File: config.mk
export PLATFORM = sky130hd
export DESIGN_NAME = fdd_front
export DESIGN_NICKNAME = d
export VERILOG_FILES = /design/src/design/fdd_pkg.sv /design/src/design/fdd_front.sv
export SDC_FILE = /design/constraint.sdc
export NUM_CORES = 1
export LEC_CHECK = 0
export CAP_MARGIN = 20
export CORE_MARGIN = 4
export CORE_UTILIZATION = 65
export CTS_CLUSTER_DIAMETER = 150
export DETAILED_ROUTE_END_ITERATION = 10
export DONT_BUFFER_PORTS = 1
export GPL_TIMING_DRIVEN = 0
export PLACE_DENSITY = 0.81
export SYNTH_ARGS = -nofsm -noshare
export SYNTH_HDL_FRONTEND = slang
export SYNTH_SLANG_ARGS = --single-unit
File: constraint.sdc
create_clock -name clk_i -period 17 [get_ports clk_i]
set_clock_uncertainty 0.1 [all_clocks]
set_input_delay 1.7 -clock clk_i [delete_from_list [all_inputs] [get_ports clk_i]]
set_output_delay 1.7 -clock clk_i [all_outputs]
set_load 0.05 [all_outputs]
File: src/design/fdd_pkg.sv
// Shared types and constants for the frame deduplication block.
// Depends on nothing; imported by every module of the block but fdd_ram.
`default_nettype none

package fdd_pkg;

  localparam logic [31:0] FNV_BASIS = 32'h811c_9dc5;
  localparam logic [31:0] FNV_PRIME = 32'h0100_0193;

  // One job handed from the hashing front to the table back end.
  typedef struct packed {
    logic        clr;
    logic [31:0] hash;
  } fdd_job_t;

  // One result word as it leaves the block.
  typedef struct packed {
    logic [7:0] unique_index;
    logic [9:0] first_frame;
    logic       is_new;
    logic       table_full;
  } fdd_result_t;

  typedef enum logic [1:0] {
    ST_IDLE,
    ST_READ,
    ST_CMP,
    ST_EMIT
  } fdd_state_e;

endpackage

`default_nettype wire

File: src/design/fdd_front.sv
// Input front: folds each byte into the running FNV-1a hash and queues a
// job at each frame end or clear. Depends on fdd_pkg.
`default_nettype none

module fdd_front import fdd_pkg::*; (
  input  wire logic       clk_i,
  input  wire logic       rst_ni,
  input  wire logic       valid_i,
  output logic            stall_o,
  input  wire logic       op_i,
  input  wire logic [7:0] byte_value_i,
  input  wire logic       last_byte_i,
  input  wire logic       q_full_i,
  output logic            push_o,
  output fdd_job_t        push_job_o
);

  logic [31:0] hash_q, hash_d;
  logic [31:0] mixed;
  logic [31:0] folded;
  logic        accept;

  assign stall_o = q_full_i;
  assign accept  = valid_i && !q_full_i;
  assign mixed   = hash_q ^ {24'd0, byte_value_i};
  assign folded  = mixed * FNV_PRIME;

  assign push_o          = accept && (op_i || last_byte_i);
  assign push_job_o.clr  = op_i;
  assign push_job_o.hash = folded;

  always_comb begin
    hash_d = hash_q;
    if (accept) begin
      // restart the hash after a clear or a finished frame
      if (op_i || last_byte_i) begin
        hash_d = FNV_BASIS;
      end else begin
        hash_d = folded;
      end
    end
  end

  always_ff @(posedge clk_i or negedge rst_ni) begin
    if (!rst_ni) begin
      hash_q <= FNV_BASIS;
    end else begin
      hash_q <= hash_d;
    end
  end

endmodule

`default_nettype wire

==> results by group <==
Global routing
  – Largest net degree at the start of global routing: 33
  – Grt ovf: 0
  – Global-route wire length before repair: 29,040 um
  – Vias in the first global route: 5,982
  – All-layer global routing usage: 0.2868
  – Initial antenna violation count: 0

Detailed routing
  – Routed WL: 17,560 um
  – Wire length on met1: 7085 um
  – 1st-iter DRT viols: 288
  – DRC: 0
  – Vias: 5,448
  – Met2 WL post-DR: 8644 um
  – Top sig layer: met4
  – Detail Route Antenna Nets: 0
  – Drt pass-1 iters: 5
  – DR WL/cell: 18.90 um
  – Vias per inst: 5.864
  – Metal3 WL: 978 um

Timing
  – Fmax: 0.1020 GHz
  – RSZ-0062 raised after global routing: no
  – Sum Neg Setup Slack: 0 ns
  – Fin crit period: 9.804 ns
  – Max transition margin: 0.2449
  – Worst Tran Pin Value: 1.125 ns
  – Final hold viol count: 0
  – Final setup viols: 0
  – Final Max Tran Viols: 0
  – Final worst path period share: 0.5767

Logic synthesis
  – Cells after Synth: 742
  – Sequential fraction of the synthesis area: 0.1147
  – Cell taking the most area after synthesis: ha_1
  – Area contributors post-synth: ha_1 32%, fa_1 21%, inv_1 9.6%, dfrtp_1 6.3%, dfstp_2 5.2%
  – Synth top area share: 0.3226
  – EDFF count, synth: 0
  – Mapped Avg Cell Area: 9.618 um2
  – Post-synth net total: 1,014
  – Library cells used by synthesis: 56
  – Synth Cell Area: 7137 um2
  – Main synth FF type: dfrtp_1
  – Ys async rst share: 1.000
  – Ys Warns: 0
  – Seq cells post-synth: 32

Setup path
  – Critical-path top delay cell: xor2_1
  – Critical Path RT: 15.20 ns
  – Critical path class: in -> out
  – Critical path capture point type: output port
  – CP cell instances: xor2_1, ha_1, ha_1, fa_1, ha_1, fa_1, ha_1, inv_1, fa_1, inv_1, ha_1, inv_2, nor3_1, nand2_1, a2111oi_2, o211ai_1, o21ai_1, xor2_1
  – CP max stage delay: 0.87 ns
  – Delay-heaviest family, CP: adder cells
  – Crit path DAT: 8.00 ns
  – WP buf/inv: 3
  – Startpoint types: input port
  – Top cell by count, worst path: ha_1
  – Critical path peak fanout: 6
  – Setup slack, reg-to-reg: 9.71 ns

Final layout
  – Max reg flops: 32
  – Layout cells sized above 1: 0.08323
  – Reg with most FFs: hash_q
  – # diodes: 0
  – Largest regs: hash_q x32
  – Area growth syn-to-layout: 8.380%
  – Fin util: 0.7360
  – Most common cell after layout, fill and taps aside: ha_1
  – Cell area after layout: 7735 um2
  – Most frequent cells in the layout: 184 x ha_1, 182 x inv_1, 74 x fa_1, 33 x a21oi_1, 32 x xnor2_1
  – Nets@finish: 1,064

Clock tree
  – Num CTS Buffers: 5
  – Root buf cell: clkbuf_8
  – Clock Latency Late Sink: 0.30 ns
  – CTS tree: built
  – Clock Sinks: 32
  – Post-CTS setup buffers: 0
  – Max Buffers Root-to-Sink: 2
  – Hold_buf cts: 0
  – CTS resizes: 0
  – Clock Pin Slew Worst Setup and Hold Paths: 0.07 ns
  – CTS H-tree depth: 2

Status
  – Status: finished, final reports clean

Placed design
  – PortBufs: 0
  – HPWL Detailed: 14,650 um
  – RD Place Congestion: 0.9241
  – Post-DP Area: 7594 um2

Die
  – Row cnt: 37
  – Placeable core area: 10,510 um2
  – Ports: 49
  – Initial Util: 0.6791
  – Die footprint: 12,720 um2
  – Die Height: 112.8 um
  – Die W: 112.8 um

Hold path
  – Worst min-delay path class: reg -> reg

Flow run
  – Maxcap violations: 0
[cells by family after synthesis]
group / count (synthesis) / synth area share
multiplexers: 2 / 0.002805
AND/OR/NAND/NOR: 73 / 0.05102
XOR/XNOR: 56 / 0.06872
AO/OA/AOI/OAI: 122 / 0.1268
flip-flops: 32 / 0.1147
adder cells (fa/ha/maj): 258 / 0.5302
buffers and inverters: 199 / 0.1059
[routing by layer]
metal  vias up  track usage
li1       2543            -
met1      2659       0.3436
met2       179       0.5107
met3        67      0.03957
met4         0       0.1290
met5         -            0
[cells in the mapped netlist, types with 2 or more instances]
cell      instances
ha_1            184
inv_1           182
fa_1             74
a21oi_1          33
xnor2_1          32
xor2_1           24
nand2_1          19
dfrtp_1          18
nor2_1           17
a22o_1           15
dfstp_2          14
a21o_1           12
clkbuf_1         12
o22a_1           12
nand3_1           9
a31oi_1           7
nor3_1            6
o21ai_1           6
o21a_1            5
o21ai_0           5
nor2b_1           4
o21bai_1          4
a211oi_1          3
and2_1            3
nand4_1           3
o211ai_1          3
o22ai_1           3
buf_4             2
inv_2             2
mux2i_1           2
nand2b_1          2
[worst paths after layout]
path	from	depth (start not counted)	to
worst max-delay path	byte_value_i[7]	18	push_job_o[28]
min in group asynchronous	rst_ni	0	hash_q[5]
worst min-delay path	hash_q[1]	1	hash_q[1]
max in group asynchronous	rst_ni	0	hash_q[19]
worst min register to register	hash_q[1]	1	hash_q[1]
worst max register to register	hash_q[7]	19	hash_q[28]
[through the flow]
| stage | setup WS [ns] | hold WS (ns) | cells |
|---|---|---|---|
| final | 7.196 | 0.4344 | 929 |
| after global routing | 6.923 | 0.4372 | 929 |
| after CTS | 7.339 | 0.4339 | 926 |
| after detailed placement | 7.372 | 0.4179 | 918 |
| after global placement | 6.815 | 0.4145 | 878 |
| after floorplan | 7.564 | 0.3936 | 742 |
[layout make-up]
cell class / instances / area [um2]
multi-input cells: 511 / 5575
fillers: 675 / 2774
flip-flops and latches: 32 / 818.3
inverters: 184 / 690.7
repair buffers: 43 / 289.0
well taps: 136 / 170.2
clock buffers: 7 / 96.34
plain buffers: 15 / 65.06
clock inverters: 1 / 30.03
[worst register-to-register path: cells and delay by family (launching register included)]
| kind | cells | cell delay (ns) |
|---|---|---|
| compound gates | 4 | 1.26 |
| simple gates | 2 | 0.68 |
| flops | 1 | 0.56 |
| xor+xnor | 2 | 1.62 |
| fa+ha+maj | 8 | 2.82 |
| buf+inv | 3 | 0.18 |
Power is left out: the tool's default activity adds up to more than one toggle a clock period on the data nets, which glitch-free logic cannot reach.
