### src/design/fdd_pkg.sv
// Shared types and constants for the frame deduplication block.
// Depends on nothing; imported by every module of the block but fdd_ram.
`default_nettype none

package fdd_pkg;

  localparam logic [31:0] FNV_BASIS = 32'h811c_9dc5;
  localparam logic [31:0] FNV_PRIME = 32'h0100_0193;

  // One job handed from the hashing front to the table back end.
  typedef struct packed {
    logic        clr;
    logic [31:0] hash;
  } fdd_job_t;

  // One result word as it leaves the block.
  typedef struct packed {
    logic [7:0] unique_index;
    logic [9:0] first_frame;
    logic       is_new;
    logic       table_full;
  } fdd_result_t;

  typedef enum logic [1:0] {
    ST_IDLE,
    ST_READ,
    ST_CMP,
    ST_EMIT
  } fdd_state_e;

endpackage

`default_nettype wire

### src/design/fdd_queue.sv
// Short job queue between the hashing front and the table back end.
// Depends on fdd_pkg.
`default_nettype none

module fdd_queue import fdd_pkg::*; (
  input  wire logic     clk_i,
  input  wire logic     rst_ni,
  input  wire logic     push_i,
  input  wire fdd_job_t push_job_i,
  output logic          full_o,
  input  wire logic     pop_i,
  output logic          valid_o,
  output fdd_job_t      job_o
);

  localparam int Depth = 4;
  localparam int PtrW  = $clog2(Depth);

  fdd_job_t          slot_q [Depth];
  logic [PtrW-1:0]   wptr_q, wptr_d;
  logic [PtrW-1:0]   rptr_q, rptr_d;
  logic [PtrW:0]     cnt_q, cnt_d;

  assign full_o  = (cnt_q == (PtrW+1)'(Depth));
  assign valid_o = (cnt_q != '0);
  assign job_o   = slot_q[rptr_q];

  always_comb begin
    wptr_d = push_i ? wptr_q + 1'b1 : wptr_q;
    rptr_d = pop_i  ? rptr_q + 1'b1 : rptr_q;
    cnt_d  = cnt_q;
    if (push_i && !pop_i) begin
      cnt_d = cnt_q + 1'b1;
    end else if (pop_i && !push_i) begin
      cnt_d = cnt_q - 1'b1;
    end
  end

  always_ff @(posedge clk_i or negedge rst_ni) begin
    if (!rst_ni) begin
      wptr_q <= '0;
      rptr_q <= '0;
      cnt_q  <= '0;
    end else begin
      wptr_q <= wptr_d;
      rptr_q <= rptr_d;
      cnt_q  <= cnt_d;
    end
  end

  always_ff @(posedge clk_i) begin
    if (push_i) begin
      slot_q[wptr_q] <= push_job_i;
    end
  end

endmodule

`default_nettype wire

### config.mk
export PLATFORM = sky130hd
export DESIGN_NAME = fdd_queue
export DESIGN_NICKNAME = d
export VERILOG_FILES = /design/src/design/fdd_pkg.sv /design/src/design/fdd_queue.sv
export SDC_FILE = /design/constraint.sdc
export NUM_CORES = 1
export LEC_CHECK = 0
export ABC_AREA = 1
export BUFFER_PORTS_ARGS = -buffer_cell sky130_fd_sc_hd__buf_4
export CORE_ASPECT_RATIO = 0.5
export CORE_MARGIN = 3
export CORE_UTILIZATION = 58
export DETAILED_ROUTE_END_ITERATION = 10
export PLACE_DENSITY = 0.8
export SETUP_SLACK_MARGIN = 0.15
export SLEW_MARGIN = 5
export SYNTH_ARGS = -nofsm -noshare
export SYNTH_HDL_FRONTEND = slang
export SYNTH_SLANG_ARGS = --single-unit
### constraint.sdc
create_clock -name clk_i -period 2.1 [get_ports clk_i]
set_clock_uncertainty 0.15 [all_clocks]
set_input_delay 0.105 -clock clk_i [delete_from_list [all_inputs] [get_ports clk_i]]
set_output_delay 0.105 -clock clk_i [all_outputs]
set_load 0.02 [all_outputs]
==> flow_metrics.py, run 1 <==
metrics = {
    "outcome": {
        "status": "finished, final reports clean",
    },
    "logic_synthesis": {
        "yosys_warnings": 0,
        "post_synth_inst_count": 434,
        "yosys.area.top_type_share": 0.673,
        "synth_edf_count": 132,
        "synthTopCellsByArea": "edfxtp_1 67%, o211ai_2 7.0%, nand2_1 5.9%",
        "ys_types": 22,
        "synth-async-reset-ratio": 0.0504,
        "yosysMostFrequentCell": "edfxtp_1",
        "synth_ff_type": "edfxtp_1",
        "synth_area_per_cell_um2": 13.6,
        "ys_seq_elements": 139,
        "synth_fp_nets": 477,
        "yosysTopAreaCell": "edfxtp_1",
        "ys_seq_area_frac": 0.703,
        "syn-cell-area_um2": 5890,
        "synthTopCellsByCount": "132 x edfxtp_1, 93 x nand2_1, 77 x inv_1, 33 x o211ai_1, 33 x o211ai_2",
    },
    "sta": {
        "rsz0062_at_grt": "yes",
        "period_share": 0.912,
        "final.setup.tns_ns": 0,
        "setup_viol": 0,
        "slew_viol_final": 0,
        "min_period_ns": 1.91,
        "fin_hold_ws_ns": 0.285,
        "worst-slew-pin-transition_ns": 0.329,
        "fmax_ghz": 0.522,
        "maxSlewHeadroom": 0.780,
        "setup_ws_ns": 0.186,
        "hold_viol": 0,
    },
    "finish": {
        "diodes": 0,
        "n_fill_cell": 534,
        "drive_gt1_frac": 0.294,
        "area_growth_pct": 29.1,
        "fin_nets": 594,
        "final_util": 0.786,
    },
    "setup_path": {
        "critPathMaxStageDelay_ns": 0.45,
        "arrival_ns": 1.66,
        "critical_path.top_delay_family": "flip-flops",
        "crit_path_top_delay_cell": "dfrtp_4",
        "cp_data_required_time_ns": 1.85,
        "path_cells": "buf_12, nand2_1, o211ai_1, nand2_1, buf_4",
        "cp.buffers_inverters": 2,
        "cp-end-kind": "primary output",
        "cpMostUsedCell": "nand2_1",
        "crit_path_max_fanout": 51,
        "critPathLaunchType": "register",
        "crit_type": "reg2out",
    },
    "routing": {
        "drc": 0,
        "drt_iter0_drc": 195,
        "finalWirelength_um": 11000,
        "vias_per_cell": 5.06,
        "via_count": 3538,
        "antenna_left": 0,
        "drt_pass1_iterations": 5,
        "wl_per_cell_um": 15.7,
    },
    "grt": {
        "grt_max_degree": 60,
        "antenna_found_initial": 0,
        "overflow": 0,
        "grt_util_all_layers": 0.205,
        "grt_pass1_wl_um": 17800,
        "grt_pass1_vias": 3666,
    },
    "clocking": {
        "clk_pin_slew_worst_paths_ns": 0.06,
        "root_buffer": "clkbuf_16",
        "ctsHtreeMaxLevel": 4,
        "cts_buffers": 17,
        "insertion_delay_ns": 0.40,
        "cts_setup_buffers": 0,
        "cts_tree": "built",
        "clock-sinks": 139,
        "clk_path_buf_depth": 2,
    },
    "floorplan": {
        "dieHeight_um": 77.2,
        "rows": 25,
        "dieArea_um2": 11500,
        "die_w_um": 148,
        "start_util": 0.609,
        "ios": 72,
        "coreArea_um2": 9670,
    },
    "power": {
        "fin_total_pwr_mw": 11.4,
        "p_leak_nw": 3.16,
        "p_per_area_nw_per_um2": 1500,
        "peakVddDrop_v": 0.000893,
    },
    "flow_run": {
        "cap_violations": 0,
    },
    "min_path": {
        "min_path_type": "in2reg",
    },
    "placement": {
        "port_buffers": 71,
        "gp_congestion": 0.736,
        "hpwl_um": 6190,
        "pre_cts_ws_ns": 0.552,
    },
}
-- layer usage --
| metal | up-vias | part of all wire | GRT usage |
|---|---|---|---|
| li1 | 1729 | - | - |
| met1 | 1700 | 0.43 | 0.244 |
| met2 | 93 | 0.52 | 0.353 |
| met3 | 16 | 0.038 | 0.0496 |
| met4 | 0 | 0.016 | 0.0986 |
| met5 | - | 0 | 0 |
-- final timing paths --
path / start / to / slack [ns] / depth (start not counted)
worst max-delay path: rptr_q[0]$_DFFE_PN0P_ / job_o[16] / 0.19 / 5
worst min-delay path: push_job_i[2] / slot_q[0][2]$_DFFE_PP_ / 0.29 / 2
worst max register to register: wptr_q[0]$_DFFE_PN0P_ / slot_q[2][3]$_DFFE_PP_ / 0.56 / 5
worst min register to register: cnt_q[2]$_DFFE_PN0P_ / cnt_q[2]$_DFFE_PN0P_ / 0.33 / 2
max in group asynchronous: rst_ni / rptr_q[0]$_DFFE_PN0P_ / 1.00 / 3
min in group asynchronous: rst_ni / cnt_q[0]$_DFFE_PN0P_ / 0.52 / 3
-- report_power, final --
group	switching, mW	internal, mW
sequential	0.209	3.65
combinational	2.64	1.64
clock	1.05	2.22
-- cells in the final DEF, fill, tap and decap left out, types with 2 or more instances in the layout --
master | synthesis | routed
bufinv_16 | 0 | 6
inv_1 | 77 | 77
edfxtp_1 | 132 | 132
clkbuf_1 | 1 | 3
clkbuf_16 | 0 | 17
o211ai_1 | 33 | 33
dlygate4sd3_1 | 0 | 37
ha_1 | 5 | 5
dfrtp_1 | 7 | 6
nand2_1 | 93 | 93
clkinv_1 | 0 | 2
o211ai_2 | 33 | 33
clkinv_4 | 0 | 2
buf_6 | 7 | 2
buf_4 | 3 | 78
buf_12 | 0 | 4
xor2_1 | 3 | 3
nand2_2 | 20 | 20
-- area by class of cell --
cell class              count  area (um^2)  area share
well taps                 135          169      0.0222
repair buffers            121         1060       0.139
multi-input cells         194         1280       0.168
inverters                  78          295      0.0389
clock inverters            12          219      0.0288
clock buffers              20          437      0.0575
flip-flops and latches    139         4140       0.545
-- kinds of logic after synthesis --
| kind of cell | share of synthesized area |
|---|---|
| AND/OR/NAND/NOR | 0.0840 |
| XOR/XNOR | 0.00595 |
| flip-flops | 0.703 |
| AO/OA/AOI/OAI | 0.113 |
| buffers and inverters | 0.0797 |
| adder cells (fa/ha/maj) | 0.0140 |
-- stage by stage --
step           area (um^2)  instances
4_1_cts               7590        699
5_1_grt               7600        699
3_3_place_gp          6560        630
6_report              7600        699
3_5_place_dp          6560        630
2_1_floorplan         5890        434
-- flip-flops by register name, summed over array words and instances (netlist names) --
signal and flops:
slot_q 132, cnt_q 3, rptr_q 2, wptr_q 2
-- repair_timing --
item | CTS | global route
hold buffers | 37 | 0
gates resized for setup | 0 | 3
endpoints found under the hold margin | 144 | 0
setup endpoints to repair | 0 | 10
(Power assumes the default switching activity.)
==> run 2, diff against run 1 <==
--- a/config.mk
+++ b/config.mk
@@ -5,13 +5,12 @@
 export SDC_FILE = /design/constraint.sdc
 export NUM_CORES = 1
 export LEC_CHECK = 0
-export ABC_AREA = 1
 export BUFFER_PORTS_ARGS = -buffer_cell sky130_fd_sc_hd__buf_4
 export CORE_ASPECT_RATIO = 0.5
 export CORE_MARGIN = 3
-export CORE_UTILIZATION = 58
+export CORE_UTILIZATION = 56
 export DETAILED_ROUTE_END_ITERATION = 10
-export PLACE_DENSITY = 0.8
+export PLACE_DENSITY = 0.78
 export SETUP_SLACK_MARGIN = 0.15
 export SLEW_MARGIN = 5
 export SYNTH_ARGS = -nofsm -noshare
==> run 2 against run 1 <==
Sequential power is essentially flat. Hold slack lost 0.0077 ns. Utilization grew 1.1 points. Synthesized area shrank 12%. Register-to-register slack lost 0.14 ns. Global-route usage shrank 0.14 points. Largest cell class unchanged.
==> flow_metrics.py, run 2 <==
metrics = {
    "outcome": {
        "status": "finished, final reports clean",
    },
    "setup_path": {
        "path_cells": "buf_12, buf_12, mux4_2, buf_6",
        "cp.buffers_inverters": 3,
        "critical_path.top_delay_family": "multiplexers",
        "r2r_end": "slot_q[1][23]$_DFFE_PP_",
        "cpMostUsedCell": "buf_12",
        "rrSetupSlack_ns": 0.42,
        "crit_path_top_delay_cell": "mux4_2",
        "crit_type": "reg2out",
        "cp-end-kind": "primary output",
        "crit_path_max_fanout": 7,
        "cp_data_required_time_ns": 1.85,
        "critPathLaunchType": "register",
        "critPathMaxStageDelay_ns": 0.55,
        "reg2regPathDepth": 4,
        "worst-path-stages": 4,
        "arrival_ns": 1.78,
        "r2r_start": "wptr_q[1]$_DFFE_PN0P_",
    },
    "grt": {
        "grt_pass1_wl_um": 15300,
        "grt_pass1_vias": 2766,
        "grt_max_degree": 30,
        "overflow": 0,
        "grt_util_all_layers": 0.204,
        "antenna_found_initial": 0,
    },
    "floorplan": {
        "dieArea_um2": 10600,
        "coreArea_um2": 8890,
        "rows": 24,
        "dieHeight_um": 74.2,
        "ios": 72,
        "start_util": 0.586,
        "die_w_um": 142,
    },
    "routing": {
        "drt_pass1_iterations": 4,
        "drc": 0,
        "via_count": 2630,
        "wl_per_cell_um": 23.3,
        "finalWirelength_um": 11000,
        "drt_iter0_drc": 266,
        "vias_per_cell": 5.57,
        "antenna_left": 0,
    },
    "logic_synthesis": {
        "yosysTopAreaCell": "edfxtp_1",
        "synth-async-reset-ratio": 0.0504,
        "synth_compound_area_frac": 0.000961,
        "synthAdderAreaFrac": 0.0159,
        "synthTopCellsByCount": "132 x edfxtp_1, 28 x mux4_2, 7 x dfrtp_1, 5 x ha_1, 5 x mux4_1",
        "synth_ff_type": "edfxtp_1",
        "syn-cell-area_um2": 5210,
        "synth_top_family_by_area": "multiplexers",
        "synthSimpleGateAreaFrac": 0.00961,
        "ys_seq_elements": 139,
        "synth.mux.area_fraction": 0.148,
        "synth-xor-area-share": 0.0101,
        "yosys.area.top_type_share": 0.761,
        "synthTopCellsByArea": "edfxtp_1 76%, mux4_2 12%, dfrtp_1 3.4%",
        "yosysMostFrequentCell": "edfxtp_1",
        "ys_types": 19,
        "synth_area_per_cell_um2": 25.2,
        "post_synth_inst_count": 207,
        "synth_edf_count": 132,
        "yosys_warnings": 0,
        "ys_seq_area_frac": 0.795,
        "synth_fp_nets": 250,
    },
    "sta": {
        "fmax_ghz": 0.491,
        "setup_viol": 0,
        "min_period_ns": 2.04,
        "slew_viol_final": 0,
        "final.setup.tns_ns": 0,
        "rsz0062_at_grt": "yes",
        "maxSlewHeadroom": 0.734,
        "fin_hold_ws_ns": 0.278,
        "hold_viol": 0,
        "period_share": 0.971,
        "worst-slew-pin-transition_ns": 0.399,
        "setup_ws_ns": 0.0617,
    },
    "finish": {
        "n_fill_cell": 444,
        "reg_top3": "slot_q: 132 flops, cnt_q: 3 flops",
        "largest_reg_flops": 132,
        "layout_commonest_cell": "edfxtp_1",
        "drive_gt1_frac": 0.432,
        "area_growth_pct": 36.0,
        "regMostFlops": "slot_q",
        "fin_area_um2": 7080,
        "final_util": 0.797,
        "fin_nets": 385,
        "final_cell_mix": "132 x edfxtp_1, 47 x buf_4, 37 x dlygate4sd3_1",
    },
    "placement": {
        "port_buffers": 71,
        "post_dp_cell_area_um2": 5930,
        "gp_congestion": 0.654,
        "hpwl_um": 5760,
        "pre_cts_ws_ns": 0.378,
    },
    "clocking": {
        "cts_buffers": 17,
        "clk_pin_slew_worst_paths_ns": 0.06,
        "clk_path_buf_depth": 2,
        "root_buffer": "clkbuf_16",
        "ctsHtreeMaxLevel": 4,
        "cts_tree": "built",
        "insertion_delay_ns": 0.41,
        "clock-sinks": 139,
    },
    "min_path": {
        "min-delay-start": "push_job_i[32]",
        "min_path_type": "in2reg",
        "hold_end": "slot_q[3][32]$_DFFE_PP_",
        "hold_path_depth": 2,
    },
    "power": {
        "p_sw_frac": 0.296,
        "combPwrFrac": 0.370,
        "seqPwrFrac": 0.367,
        "switchingPower_mw": 3.10,
        "p_per_area_nw_per_um2": 1480,
        "p_leak_nw": 2.56,
        "pwr-share-clk": 0.263,
        "peakVddDrop_v": 0.000885,
        "internal_power_mw": 7.36,
    },
    "flow_run": {
        "cap_violations": 0,
    },
}
-- run 2: cells by family after synthesis --
| group | Yosys count |
|---|---|
| compound gates | 1 |
| xor+xnor | 6 |
| fa+ha+maj | 6 |
| buf+inv | 12 |
| flops | 139 |
| mux | 34 |
| simple gates | 9 |
-- run 2: timing repair --
item | 4_1_cts | 5_1_grt
setup endpoints to repair | 33 | 33
buffers inserted | 0 | 2
hold endpoints to repair | 144 | 0
hold buffers | 37 | 0
cloned | 0 | 5
gates resized for setup | 2 | 34
-- run 2: cell type report --
| class | count | area [um^2] | share of cell area |
|---|---|---|---|
| diodes | 1 | 2.50 | 0.000353 |
| inverters | 4 | 15.0 | 0.00212 |
| flip-flops and latches | 139 | 4140 | 0.585 |
| repair buffers | 124 | 1290 | 0.182 |
| clock buffers | 19 | 433 | 0.0611 |
| multi-input cells | 56 | 950 | 0.134 |
| clock inverters | 12 | 106 | 0.0150 |
| well taps | 117 | 146 | 0.0207 |
-- run 2: worst register-to-register path: cells and delay by family, from the launching register on --
kind,cells,cell delay (ns)
adders and majority gates,1,0.16
buffers and inverters,2,0.35
DFF,1,0.40
and+or+nand+nor,1,0.30
-- run 2: per-layer routing --
metal  GRT usage  routed length (um)  up-vias
met1       0.263                4450     1360
li1            -                   -     1137
met2       0.338                5750      116
met4      0.0927                 159        0
met3      0.0520                 641       17
met5           0                   0        -
-- run 2: through the flow --
| step | total power [mW] | cells |
|---|---|---|
| after global placement | 6.89 | 396 |
| after CTS | 9.85 | 464 |
| final | 10.5 | 472 |
| after floorplan | 5.88 | 207 |
| after global routing | 10.9 | 471 |
| after detailed placement | 7.04 | 396 |
-- run 2: worst max path at each step --
stage | endpoint | start | slack, ns
after floorplan | slot_q[1][0]$_DFFE_PP_ | wptr_q[1]$_DFFE_PN0P_ | 0.15
after global placement | job_o[12] | rptr_q[0]$_DFFE_PN0P_ | 0.41
after detailed placement | job_o[10] | rptr_q[0]$_DFFE_PN0P_ | 0.38
after CTS | job_o[29] | rptr_q[0]$_DFFE_PN0P_ | 0.02
after global routing | job_o[0] | rptr_q[0]$_DFFE_PN0P_ | 0.02
final | job_o[10] | rptr_q[0]$_DFFE_PN0P_ | 0.06
-- run 2: power groups by stage --
stage	combinational [mW]	clock, mW	sequential [mW]
after floorplan	2.08	0	3.80
after global placement	3.07	0	3.82
after detailed placement	3.16	0	3.88
after CTS	3.25	2.78	3.83
after global routing	4.10	2.88	3.88
final	3.86	2.75	3.84
==> run 3, diff against run 2 <==
--- a/config.mk
+++ b/config.mk
@@ -6,11 +6,13 @@
 export NUM_CORES = 1
 export LEC_CHECK = 0
 export BUFFER_PORTS_ARGS = -buffer_cell sky130_fd_sc_hd__buf_4
+export CELL_PAD_IN_SITES_DETAIL_PLACEMENT = 1
+export CELL_PAD_IN_SITES_GLOBAL_PLACEMENT = 2
 export CORE_ASPECT_RATIO = 0.5
 export CORE_MARGIN = 3
-export CORE_UTILIZATION = 56
+export CORE_UTILIZATION = 44
 export DETAILED_ROUTE_END_ITERATION = 10
-export PLACE_DENSITY = 0.78
+export PLACE_DENSITY_LB_ADDON = 0.1
 export SETUP_SLACK_MARGIN = 0.15
 export SLEW_MARGIN = 5
 export SYNTH_ARGS = -nofsm -noshare
==> run 3 against run 2 <==
Worst setup slack got worse by 0.026 ns. Final cell count grew 9.3%. Via count is 2.6% lower. Sequential share of layout area down 1.0 points. Register-to-register slack improved by 0.02 ns.
==> flow_metrics.py, run 3 (synthesis gave the netlist of run 2 again) <==
metrics = {
    "outcome": {
        "status": "finished, final reports clean",
    },
    "sta": {
        "min_period_ns": 2.06,
        "fin_hold_ws_ns": 0.288,
        "slew_viol_final": 0,
        "rsz0062_at_grt": "yes",
        "final.setup.tns_ns": 0,
        "fmax_ghz": 0.484,
        "maxSlewHeadroom": 0.746,
        "setup_ws_ns": 0.0357,
        "setup_viol": 0,
        "period_share": 0.983,
        "hold_viol": 0,
        "worst-slew-pin-transition_ns": 0.380,
    },
    "clocking": {
        "clk_path_buf_depth": 2,
        "cts_tree": "built",
        "clock-sinks": 139,
        "ctsHtreeMaxLevel": 4,
        "clk_pin_slew_worst_paths_ns": 0.06,
        "cts_buffers": 17,
        "insertion_delay_ns": 0.41,
        "root_buffer": "clkbuf_16",
    },
    "setup_path": {
        "r2r_start": "wptr_q[0]$_DFFE_PN0P_",
        "arrival_ns": 1.81,
        "critPathLaunchType": "register",
        "path_cells": "buf_4, buf_12, mux4_2, buf_6",
        "reg2regPathDepth": 4,
        "crit_type": "reg2out",
        "cp-end-kind": "primary output",
        "cp_data_required_time_ns": 1.85,
        "crit_path_top_delay_cell": "mux4_2",
        "crit_start": "rptr_q[0]$_DFFE_PN0P_",
        "rrSetupSlack_ns": 0.44,
        "r2r_end": "slot_q[2][2]$_DFFE_PP_",
        "crit_path_max_fanout": 7,
        "critPathMaxStageDelay_ns": 0.55,
        "endpoint": "job_o[2]",
    },
    "finish": {
        "final_cell_mix": "132 x edfxtp_1, 55 x buf_4, 37 x dlygate4sd3_1",
        "layout_commonest_cell": "edfxtp_1",
        "diodes": 0,
        "reg_top3": "slot_q: 132 flops, cnt_q: 3 flops",
        "area_growth_pct": 38.4,
        "final_util": 0.639,
        "regMostFlops": "slot_q",
        "drive_gt1_frac": 0.451,
        "fin_nets": 387,
        "largest_reg_flops": 132,
    },
    "grt": {
        "grt_max_degree": 34,
        "antenna_found_initial": 0,
        "overflow": 0,
        "grt_pass1_vias": 2972,
        "grt_pass1_wl_um": 16700,
        "grt_util_all_layers": 0.170,
    },
    "floorplan": {
        "dieHeight_um": 82.9,
        "dieArea_um2": 13300,
        "start_util": 0.462,
        "rows": 27,
        "die_w_um": 160,
        "coreArea_um2": 11300,
        "ios": 72,
    },
    "flow_run": {
        "cap_violations": 0,
    },
    "routing": {
        "drt_pass1_iterations": 4,
        "vias_per_cell": 4.97,
        "via_count": 2562,
        "wl_per_cell_um": 20.3,
        "antenna_left": 0,
        "drc": 0,
        "drt_iter0_drc": 154,
        "finalWirelength_um": 10500,
    },
    "min_path": {
        "min_path_type": "in2reg",
    },
    "power": {
        "p_sw_frac": 0.288,
        "seqPwrFrac": 0.352,
        "internal_power_mw": 7.75,
        "switchingPower_mw": 3.14,
        "p_leak_nw": 2.58,
        "combPwrFrac": 0.349,
        "peakVddDrop_v": 0.000656,
        "pwr-share-clk": 0.299,
        "fin_total_pwr_mw": 10.9,
        "p_per_area_nw_per_um2": 1510,
    },
    "placement": {
        "hpwl_um": 6170,
        "port_buffers": 71,
        "gp_congestion": 0.682,
        "pre_cts_ws_ns": 0.442,
    },
}
run 3: cell count changes in the layout (fill, tap and decap cells not counted), sizes merged:
cell      change
inv           +2
clkinvlp      +4
bufinv        +3
diode         -1
clkbuf        -5
clkinv        -7
buf           +6
run 3: how the worst min path moves through the flow:
stage	end	cells after the start	slack (ns)	from
2_1_floorplan	cnt_q[0]$_DFFE_PN0P_	0	-0.34	rst_ni
3_3_place_gp	cnt_q[2]$_DFFE_PN0P_	1	-0.22	rst_ni
3_5_place_dp	cnt_q[0]$_DFFE_PN0P_	1	-0.22	rst_ni
4_1_cts	slot_q[2][16]$_DFFE_PP_	2	0.27	push_job_i[16]
5_1_grt	slot_q[3][28]$_DFFE_PP_	2	0.28	push_job_i[28]
6_report	slot_q[2][21]$_DFFE_PP_	2	0.29	push_job_i[21]
run 3: area by class of cell:
class,count,area (um^2)
clock inverter,14,216
fill,958,4070
inverter,4,15.0
timing repair buffer,126,1250
clock buffer,18,439
multi-input combinational,56,950
tap,159,199
sequential,139,4140
run 3: metrics by stage:
step	std cells	cell area, um^2
finish	516	7210
global route	516	7210
CTS	513	7160
detailed placement	439	5970
global placement	439	5970
floorplan	207	5210
run 3: power by group through the flow:
stage	clock network, mW	registers [mW]	logic [mW]
floorplan	0	3.80	2.08
global placement	0	3.82	3.15
detailed placement	0	3.88	3.20
CTS	3.33	3.84	3.75
global route	3.47	3.88	4.05
finish	3.26	3.83	3.80
run 3: repair_timing:
| action | CTS | global route |
|---|---|---|
| endpoints found under the setup margin | 33 | 33 |
| hold endpoints to repair | 144 | 0 |
| resized for setup | 28 | 10 |
| hold buffers | 37 | 0 |
| cloned | 3 | 0 |
| setup buffers | 2 | 3 |
run 3: worst max-delay path: cells and delay by family, from the launching register on:
| kind | cells | cell delay [ns] |
|---|---|---|
| buffers and inverters | 3 | 0.43 |
| multiplexers | 1 | 0.55 |
| flip-flops | 1 | 0.42 |
run 3: metal layers:
layer  vias to the layer above  global-route usage  part of all wire
met4                         0              0.0496            0.0075
met3                        11              0.0553             0.053
li1                       1144                   -                 -
met1                      1331               0.227              0.44
met5                         -                   0                 0
met2                        76               0.271              0.50
